**src/hdl/qmm_pkg.sv**
```systemverilog
// Shared types, constants and arithmetic helpers for the quad motor mixer.
package qmm_pkg;

    localparam int unsigned SPEED_W = 11;
    localparam int unsigned STICK_W = 8;
    localparam int unsigned DEFL_W  = 9;
    localparam int unsigned MIN_W   = 9;
    localparam int unsigned SHIFT_W = 3;
    localparam int unsigned COUNT_W = 3;

    localparam logic [STICK_W-1:0] C_STICK_CENTRE    = 8'd127;
    localparam logic [MIN_W-1:0]   C_FLOOR_SPEED_RST = 9'd180;
    localparam logic [SHIFT_W-1:0] C_SHIFT_RST       = 3'd0;

    localparam logic KIND_MANUAL = 1'b0;
    localparam logic KIND_RAMP   = 1'b1;

    typedef enum logic [0:0] {
        CFG_FLOOR_SPEED = 1'b0,
        CFG_STICK_SHIFT = 1'b1
    } t_cfg_index;

    typedef struct packed {
        logic               kind;
        logic [STICK_W-1:0] lift;
        logic [STICK_W-1:0] pitch;
        logic [STICK_W-1:0] roll;
        logic [STICK_W-1:0] yaw;
        logic [SPEED_W-1:0] ramp_amount;
    } t_mix_in;

    typedef struct packed {
        logic [SPEED_W-1:0] motor_front;
        logic [SPEED_W-1:0] motor_right;
        logic [SPEED_W-1:0] motor_back;
        logic [SPEED_W-1:0] motor_left;
        logic [COUNT_W-1:0] running_count;
    } t_mix_out;

    // Saturating subtract, stops at zero.
    function automatic logic [SPEED_W-1:0] f_sat_sub(input logic [SPEED_W-1:0] a,
                                                     input logic [SPEED_W-1:0] b);
        return (a < b) ? '0 : a - b;
    endfunction

    // Magnitude of the doubled stick deflection after the sensitivity shift.
    function automatic logic [DEFL_W-1:0] f_deflect(input logic [STICK_W-1:0] v,
                                                    input logic [SHIFT_W-1:0] sh);
        logic [DEFL_W-1:0] mag;
        if (v > C_STICK_CENTRE) begin
            mag = {v - C_STICK_CENTRE, 1'b0};
        end else begin
            mag = {C_STICK_CENTRE - v, 1'b0};
        end
        return mag >> sh;
    endfunction

    // Add d to x, or take it away stopping at zero.
    function automatic logic [SPEED_W-1:0] f_apply(input logic [SPEED_W-1:0] x,
                                                   input logic [DEFL_W-1:0]  d,
                                                   input logic               add);
        logic [SPEED_W-1:0] dx;
        dx = SPEED_W'(d);
        return add ? x + dx : f_sat_sub(x, dx);
    endfunction

endpackage

```
**src/hdl/qmm_mixer.sv**
```systemverilog
// Combinational mixing of one command into the four motor speeds.
module qmm_mixer (
    input  qmm_pkg::t_mix_in          i_item,
    input  qmm_pkg::t_mix_out         i_state,
    input  logic [qmm_pkg::MIN_W-1:0]   i_floor_speed,
    input  logic [qmm_pkg::SHIFT_W-1:0] i_stick_shift,
    output qmm_pkg::t_mix_out         o_result
);
    import qmm_pkg::*;

    logic [DEFL_W-1:0]  d_pitch;
    logic [DEFL_W-1:0]  d_roll;
    logic [DEFL_W-1:0]  d_yaw;
    logic               pitch_pos;
    logic               roll_pos;
    logic               yaw_pos;
    logic [SPEED_W-1:0] base;
    logic [SPEED_W-1:0] min_ext;
    logic [SPEED_W-1:0] m_front;
    logic [SPEED_W-1:0] m_right;
    logic [SPEED_W-1:0] m_back;
    logic [SPEED_W-1:0] m_left;
    logic [SPEED_W-1:0] speed [4];

    always_comb begin
        d_pitch   = f_deflect(i_item.pitch, i_stick_shift);
        d_roll    = f_deflect(i_item.roll, i_stick_shift);
        d_yaw     = f_deflect(i_item.yaw, i_stick_shift);
        pitch_pos = i_item.pitch > C_STICK_CENTRE;
        roll_pos  = i_item.roll > C_STICK_CENTRE;
        yaw_pos   = i_item.yaw > C_STICK_CENTRE;
        min_ext   = SPEED_W'(i_floor_speed);
        base      = SPEED_W'(i_item.lift) + min_ext;

        // pitch then yaw on front/back, yaw then roll on right/left
        m_front = f_apply(f_apply(base, d_pitch, pitch_pos), d_yaw, yaw_pos);
        m_back  = f_apply(f_apply(base, d_pitch, !pitch_pos), d_yaw, yaw_pos);
        m_right = f_apply(f_apply(base, d_yaw, !yaw_pos), d_roll, roll_pos);
        m_left  = f_apply(f_apply(base, d_yaw, !yaw_pos), d_roll, !roll_pos);

        if (i_item.kind == KIND_RAMP) begin
            speed[0] = f_sat_sub(i_state.motor_front, i_item.ramp_amount);
            speed[1] = f_sat_sub(i_state.motor_right, i_item.ramp_amount);
            speed[2] = f_sat_sub(i_state.motor_back, i_item.ramp_amount);
            speed[3] = f_sat_sub(i_state.motor_left, i_item.ramp_amount);
        end else if (i_item.lift == '0) begin
            speed[0] = '0;
            speed[1] = '0;
            speed[2] = '0;
            speed[3] = '0;
        end else begin
            speed[0] = (m_front < min_ext) ? min_ext : m_front;
            speed[1] = (m_right < min_ext) ? min_ext : m_right;
            speed[2] = (m_back < min_ext) ? min_ext : m_back;
            speed[3] = (m_left < min_ext) ? min_ext : m_left;
        end

        o_result.motor_front   = speed[0];
        o_result.motor_right   = speed[1];
        o_result.motor_back    = speed[2];
        o_result.motor_left    = speed[3];
        o_result.running_count = COUNT_W'(speed[0] != '0) + COUNT_W'(speed[1] != '0)
                               + COUNT_W'(speed[2] != '0) + COUNT_W'(speed[3] != '0);
    end

endmodule

```
**src/hdl/quad_motor_mixer_top.sv**
```systemverilog
// Quad motor mixer: input register, mixing logic and result register that also holds the speeds.
// The block takes one command per clock while o_in_stall is low. An accepted command sits in
// the input register until it can advance, then passes through the mixing logic into the result
// register, which offers its result. The result register also holds the four motor speeds that
// a ramp-down command works from. A manual command sets all motors from lift plus the floor
// speed, applies pitch, yaw and roll with stopping at zero on every subtraction, then clamps to
// the floor speed (or to zero when lift is zero). A result waiting under stall holds the pipe;
// the input stalls only when both stages are full and the result is stalled.
// Write the floor speed (index 0) and stick_shift (index 1) only while no command is in flight.
module quad_motor_mixer_top (
    input  logic                        i_clk,
    input  logic                        i_rst_n,
    input  logic                        i_in_valid,
    output logic                        o_in_stall,
    input  qmm_pkg::t_mix_in            i_in_data,
    output logic                        o_out_valid,
    input  logic                        i_out_stall,
    output qmm_pkg::t_mix_out           o_out_data,
    input  logic                        i_cfg_valid,
    output logic                        o_cfg_ready,
    input  logic [0:0]                  i_cfg_index,
    input  logic [qmm_pkg::MIN_W-1:0]   i_cfg_data
);
    import qmm_pkg::*;

    logic                r_in_valid;
    t_mix_in             r_in;
    logic                r_out_valid;
    t_mix_out            r_out;
    logic [MIN_W-1:0]    r_floor_speed;
    logic [SHIFT_W-1:0]  r_stick_shift;

    logic                n_in_valid;
    logic                n_out_valid;
    t_mix_out            n_out;
    logic                advance;
    logic                in_beat;

    assign advance     = r_in_valid && (!r_out_valid || !i_out_stall);
    assign o_in_stall  = r_in_valid && !advance;
    assign in_beat     = i_in_valid && !o_in_stall;
    assign o_cfg_ready = 1'b1;
    assign o_out_valid = r_out_valid;
    assign o_out_data  = r_out;

    qmm_mixer u_mixer (
        .i_item        (r_in),
        .i_state       (r_out),
        .i_floor_speed (r_floor_speed),
        .i_stick_shift (r_stick_shift),
        .o_result      (n_out)
    );

    always_comb begin
        if (in_beat) begin
            n_in_valid = 1'b1;
        end else if (advance) begin
            n_in_valid = 1'b0;
        end else begin
            n_in_valid = r_in_valid;
        end
        if (advance) begin
            n_out_valid = 1'b1;
        end else if (!i_out_stall) begin
            n_out_valid = 1'b0;
        end else begin
            n_out_valid = r_out_valid;
        end
    end

    always_ff @(posedge i_clk) begin
        if (!i_rst_n) begin
            r_in_valid    <= 1'b0;
            r_out_valid   <= 1'b0;
            r_out         <= '0;
            r_floor_speed <= C_FLOOR_SPEED_RST;
            r_stick_shift <= C_SHIFT_RST;
        end else begin
            r_in_valid  <= n_in_valid;
            r_out_valid <= n_out_valid;
            // result register doubles as the motor speed state
            if (advance) begin
                r_out <= n_out;
            end
            if (i_cfg_valid && o_cfg_ready) begin
                unique case (t_cfg_index'(i_cfg_index))
                    CFG_FLOOR_SPEED: r_floor_speed <= i_cfg_data;
                    CFG_STICK_SHIFT: r_stick_shift <= i_cfg_data[SHIFT_W-1:0];
                    default:         r_floor_speed <= r_floor_speed;
                endcase
            end
        end
    end

    always_ff @(posedge i_clk) begin
        if (in_beat) begin
            r_in <= i_in_data;
        end
    end

    a_count_matches: assert property (@(posedge i_clk) disable iff (!i_rst_n)
        r_out.running_count == COUNT_W'(r_out.motor_front != '0)
                             + COUNT_W'(r_out.motor_right != '0)
                             + COUNT_W'(r_out.motor_back != '0)
                             + COUNT_W'(r_out.motor_left != '0))
        else $error("running count disagrees with motor speeds");

    a_lift_floor: assert property (@(posedge i_clk) disable iff (!i_rst_n)
        advance && r_in.kind == KIND_MANUAL && r_in.lift != '0 |=>
            r_out.motor_front >= SPEED_W'($past(r_floor_speed)) &&
            r_out.motor_right >= SPEED_W'($past(r_floor_speed)) &&
            r_out.motor_back >= SPEED_W'($past(r_floor_speed)) &&
            r_out.motor_left >= SPEED_W'($past(r_floor_speed)))
        else $error("motor below minimum speed with lift applied");

    a_lift_off: assert property (@(posedge i_clk) disable iff (!i_rst_n)
        advance && r_in.kind == KIND_MANUAL && r_in.lift == '0 |=>
            r_out == '0)
        else $error("motors running with lift at zero");

    a_ramp_down: assert property (@(posedge i_clk) disable iff (!i_rst_n)
        advance && r_in.kind == KIND_RAMP |=>
            r_out.motor_front <= $past(r_out.motor_front) &&
            r_out.motor_right <= $past(r_out.motor_right) &&
            r_out.motor_back <= $past(r_out.motor_back) &&
            r_out.motor_left <= $past(r_out.motor_left))
        else $error("ramp-down raised a motor speed");

endmodule

```
**config.mk**
```make
export PLATFORM = sky130hd
export DESIGN_NAME = quad_motor_mixer_top
export DESIGN_NICKNAME = d
export VERILOG_FILES = /design/src/hdl/qmm_pkg.sv /design/src/hdl/qmm_mixer.sv /design/src/hdl/quad_motor_mixer_top.sv
export SDC_FILE = /design/constraint.sdc
export NUM_CORES = 1
export LEC_CHECK = 0
export BUFFER_PORTS_ARGS = -buffer_cell sky130_fd_sc_hd__buf_2
export CORE_ASPECT_RATIO = 0.8
export CORE_MARGIN = 4
export CORE_UTILIZATION = 57
export DETAILED_ROUTE_END_ITERATION = 8
export PLACE_DENSITY = 0.85
export SYNTH_ARGS = -nofsm -noshare
export SYNTH_HDL_FRONTEND = slang
export SYNTH_HIERARCHICAL = 1
export SYNTH_SLANG_ARGS = --single-unit
```
**constraint.sdc**
```tcl
create_clock -name i_clk -period 10.2 [get_ports i_clk]
set_input_delay 1.02 -clock i_clk [delete_from_list [all_inputs] [get_ports i_clk]]
set_output_delay 1.02 -clock i_clk [all_outputs]
set_load 0.1 [all_outputs]
```
==> results.cfg <==
[outcome]
run_status = complete, no violations

[critical_path]
slowest_delay_ns = 0.79
cp_data_required_time_ns = 10.41
worstSetupStartpoint = r_in[11]
cp_num_buf_inv = 3
type_of_the_setup_path_with_the_least_slack = flip-flop to flip-flop
timing.critical_path.to_type = flip-flop
worstReg2RegEnd = o_out_data[1]
critical-path-top-delay-family = compound AO/OA/AOI/OAI gates
worst-path-max-fanout = 8
crit_path_start_kind = flip-flop
timing.reg2reg.worst_path_depth = 41
critical-path-top-cell-by-count = ha_1
ff2ff_setup_slack_ns = 0.49
cp_slowest_cell = a2111oi_0
crit_end = o_out_data[1]
r2r_start = r_in[11]
crit_arrival_ns = 9.92
crit_cells = 41

[synthesis]
synth.distinct_cells = 102
post_synth_inst_count = 1887
dominantRegCellSynth = dfxtp_1
synthesis.nets = 2141
syn_area_mm2 = 0.0142
synthArstFlopShare_pct = 0
ys_top_cells_by_area = ha_1 16%, edfxtp_1 9.3%, dfxtp_1 8.6%, nand2_1 5.6%, o21ai_0 5.6%
seq_total_area_yosys_pct = 17.9
synth-seq-cells = 105
yosys.area.top_type = ha_1
synthesized_area_divided_by_synthesized_cell_count_um2 = 7.54
synth-edff-count = 44
synth_warnings = 6
share_of_the_synthesized_area_in_the_top_cell_type_pct = 15.7

[route]
via_count = 14800
wl_per_cell_um = 19.5
avgViaCountPerCell = 6.50
remaining_drc_errors = 0
detail_route.wirelength_um = 44400
drtIter0Drc = 1861
route.antenna.remaining_nets = 0
drt_first_pass_iters = 7

[place]
gp_routability_congestion = 1.06
preCtsSetupSlack_ns = 0.00909
dpl.cell_count = 2249
place.detailed.hpwl_um = 35100
placed_cell_area_mm2 = 0.0149
number_of_buffers_added_on_ports = 107

[sta]
final-hold-violation-count = 0
finalWorstSetupSlack_ns = 0.492
max_freq_mhz = 103
final_max_slew_viol_count = 0
worst_clock_skew_ns = 0.0124
timing_worst_slew_pin_value_ns = 1.09
relative_max_transition_margin_pct = 27.1
setup-violations-final = 0
post-route-period-util_pct = 95.2
timing.final.crit_period_ns = 9.71

[clock_tree]
tritoncts_num_sinks = 105
cts.hold.buffers_added = 0
clk_transition_reported_paths_ns = 0.07
clk_lat_worst_skew_ns = 0.38
clock_path_buffers = 2
ctsRootBufferMaster = clkbuf_16
cts_tree = yes
h_tree_lvls = 3
tritoncts.num_buffers = 9

[global_routing]
global_route.overflow_total = 0
most_used_routing_layer = met2
grtUsageMet1_pct = 45.2
vias_in_the_first_global_route = 13500
grt_pass1_wl_um = 69900
total_grt_usage_pct = 31.4
global_route.usage.met3_pct = 7.05
antenna_found_initial = 0
gr-usage-met2_pct = 47.6
grt_max_degree = 109

[die]
core_mm2 = 0.0244
die-width_um = 185
floorplan.die_area_mm2 = 0.0276
placementRows = 51
start_util_pct = 58.2
io_pins = 109
die-height_um = 149

[pwr]
pwr-share-clk_pct = 9.3
overall_power_of_the_completed_layout_mw = 3.99
leakagePower_nw = 6.90
power.share.sequential_pct = 12.9
fraction_of_power_spent_switching_nets_pct = 54.0
power_per_cell_area_mw_per_mm2 = 261
power.switching_mw = 2.16
comb_power_share_pct = 77.8
internal_power_mw = 1.84
max-vdd-ir-drop_uv = 192

[job]
max_cap_violations = 0

[finish]
num-nets-final = 2202
drive_gt1_share_pct = 11.3
area_growth_syn_to_layout_pct = 7.65
final_area_mm2 = 0.0153
layout.cells.non_filler = 2271
insertedDiodeCount = 0

[worst_hold_path]
timing.hold.worst.class = flip-flop to flip-flop
## cell usage in the layout (no fill, tap or decap), drive strengths merged, types with 17 or more instances in the layout
master | Yosys | final
a21oi | 118 | 118
xor2 | 29 | 29
nand3 | 100 | 100
ha | 179 | 179
a211oi | 25 | 25
a21o | 47 | 47
nand2 | 214 | 214
o211ai | 24 | 24
mux2i | 23 | 23
o22ai | 20 | 20
edfxtp | 44 | 44
inv | 122 | 125
or3 | 20 | 20
nor3 | 36 | 37
buf | 38 | 137
o21bai | 17 | 17
nand2b | 34 | 34
nor2b | 23 | 23
o21ai | 165 | 165
nor2 | 155 | 155
dfxtp | 61 | 61
xnor2 | 72 | 72
## per-stage QoR
step	hold slack (ns)	TNS (ns)	utilization (%)
after floorplan	0.440	0	-
after global placement	0.464	0	60.8
after detailed placement	0.471	0	60.8
after CTS	0.481	0	62.1
after global routing	0.504	-0.0192	62.6
final	0.479	0	62.6
## cell families after synthesis
group | synth area share, %
AOI/OAI and AO/OA | 26.9
xor gates and xnor gates | 6.22
adders and majority gates | 18.0
buffers and inverters | 6.71
DFF | 17.9
muxes | 1.94
other | 0.0264
and+or+nand+nor | 22.3
## sequential cells by signal (all words and copies together), names as in the netlist
register / cells
o_out_valid: 1
o_out_data: 47
r_floor_speed: 9
r_stick_shift: 3
r_in: 44
r_in_valid: 1
## how the worst min path moves through the flow
stage                           from                to  slack, ns  depth (start not counted)
floorplan           r_floor_speed[8]  r_floor_speed[8]       0.44                          2
global placement       o_out_data[3]     o_out_data[3]       0.46                          2
detailed placement     o_out_data[3]     o_out_data[3]       0.47                          2
CTS                    o_out_data[3]     o_out_data[3]       0.48                          2
global route           o_out_data[8]     o_out_data[8]       0.50                          2
finish                o_out_data[42]    o_out_data[42]       0.48                          2
## per-layer routing
layer | up-vias | part of all wire (%)
met5 | - | 0
met4 | 0 | 2.5
met3 | 112 | 12
met2 | 841 | 42
met1 | 6866 | 44
li1 | 6942 | -
## layout make-up
cell class | instances | area [um2]
multi-input cells | 1571 | 10800
inverters | 124 | 465
well taps | 318 | 398
flip-flops and latches | 105 | 2540
repair buffers | 137 | 763
clock inverters | 7 | 77.6
clock buffers | 9 | 225
fillers | 2174 | 9130
## synthesized netlist by cell type (6+ instances only)
| library cell | number |
|---|---|
| o22ai_1 | 20 |
| a31oi_1 | 12 |
| nor3_1 | 32 |
| a21oi_1 | 117 |
| o211ai_1 | 24 |
| nor2_1 | 154 |
| mux2i_1 | 23 |
| buf_4 | 7 |
| o31ai_1 | 12 |
| nand2_1 | 214 |
| clkbuf_1 | 48 |
| inv_1 | 120 |
| a211o_1 | 10 |
| ha_1 | 179 |
| o31a_1 | 6 |
| o21a_1 | 14 |
| or2_2 | 15 |
| nor2b_1 | 23 |
| and2_1 | 8 |
| or3_1 | 20 |
| a21boi_0 | 10 |
| a21o_1 | 47 |
| nand4_1 | 14 |
| nand2b_1 | 34 |
| o221ai_1 | 7 |
| o21ai_0 | 159 |
| fa_1 | 16 |
| a211oi_1 | 25 |
| o21ai_1 | 6 |
| edfxtp_1 | 44 |
| and3_1 | 13 |
| xor2_1 | 29 |
| buf_2 | 18 |
| o2111ai_1 | 7 |
| o21bai_1 | 16 |
| a22o_1 | 7 |
| dfxtp_1 | 61 |
| a311oi_1 | 6 |
| nor4_1 | 12 |
| xnor2_1 | 72 |
| a221oi_1 | 10 |
| nand3_1 | 100 |
## worst reg2reg max path, delay by kind of cell (launching register included)
kind	cells	cell delay, ns
buf+inv	3	0.34
flops	1	0.46
mux	1	0.28
xor+xnor	1	0.11
fa+ha+maj	7	2.31
compound gates	15	3.72
simple gates	14	2.31
## power groups by stage
stage	registers (mW)	logic (mW)	clock network, mW
CTS	0.516	2.94	0.379
floorplan	0.705	2.11	0
detailed placement	0.526	2.92	0
finish	0.517	3.11	0.371
global placement	0.525	2.87	0
global route	0.522	3.38	0.398
## what timing repair did
action,4_1_cts,5_1_grt
gates resized for setup,1,22
endpoints found under the hold margin,0,0
setup endpoints to repair,1,3
pin swaps,0,6
cloned,0,1
setup buffers,0,5
(Power assumes the default switching activity.)
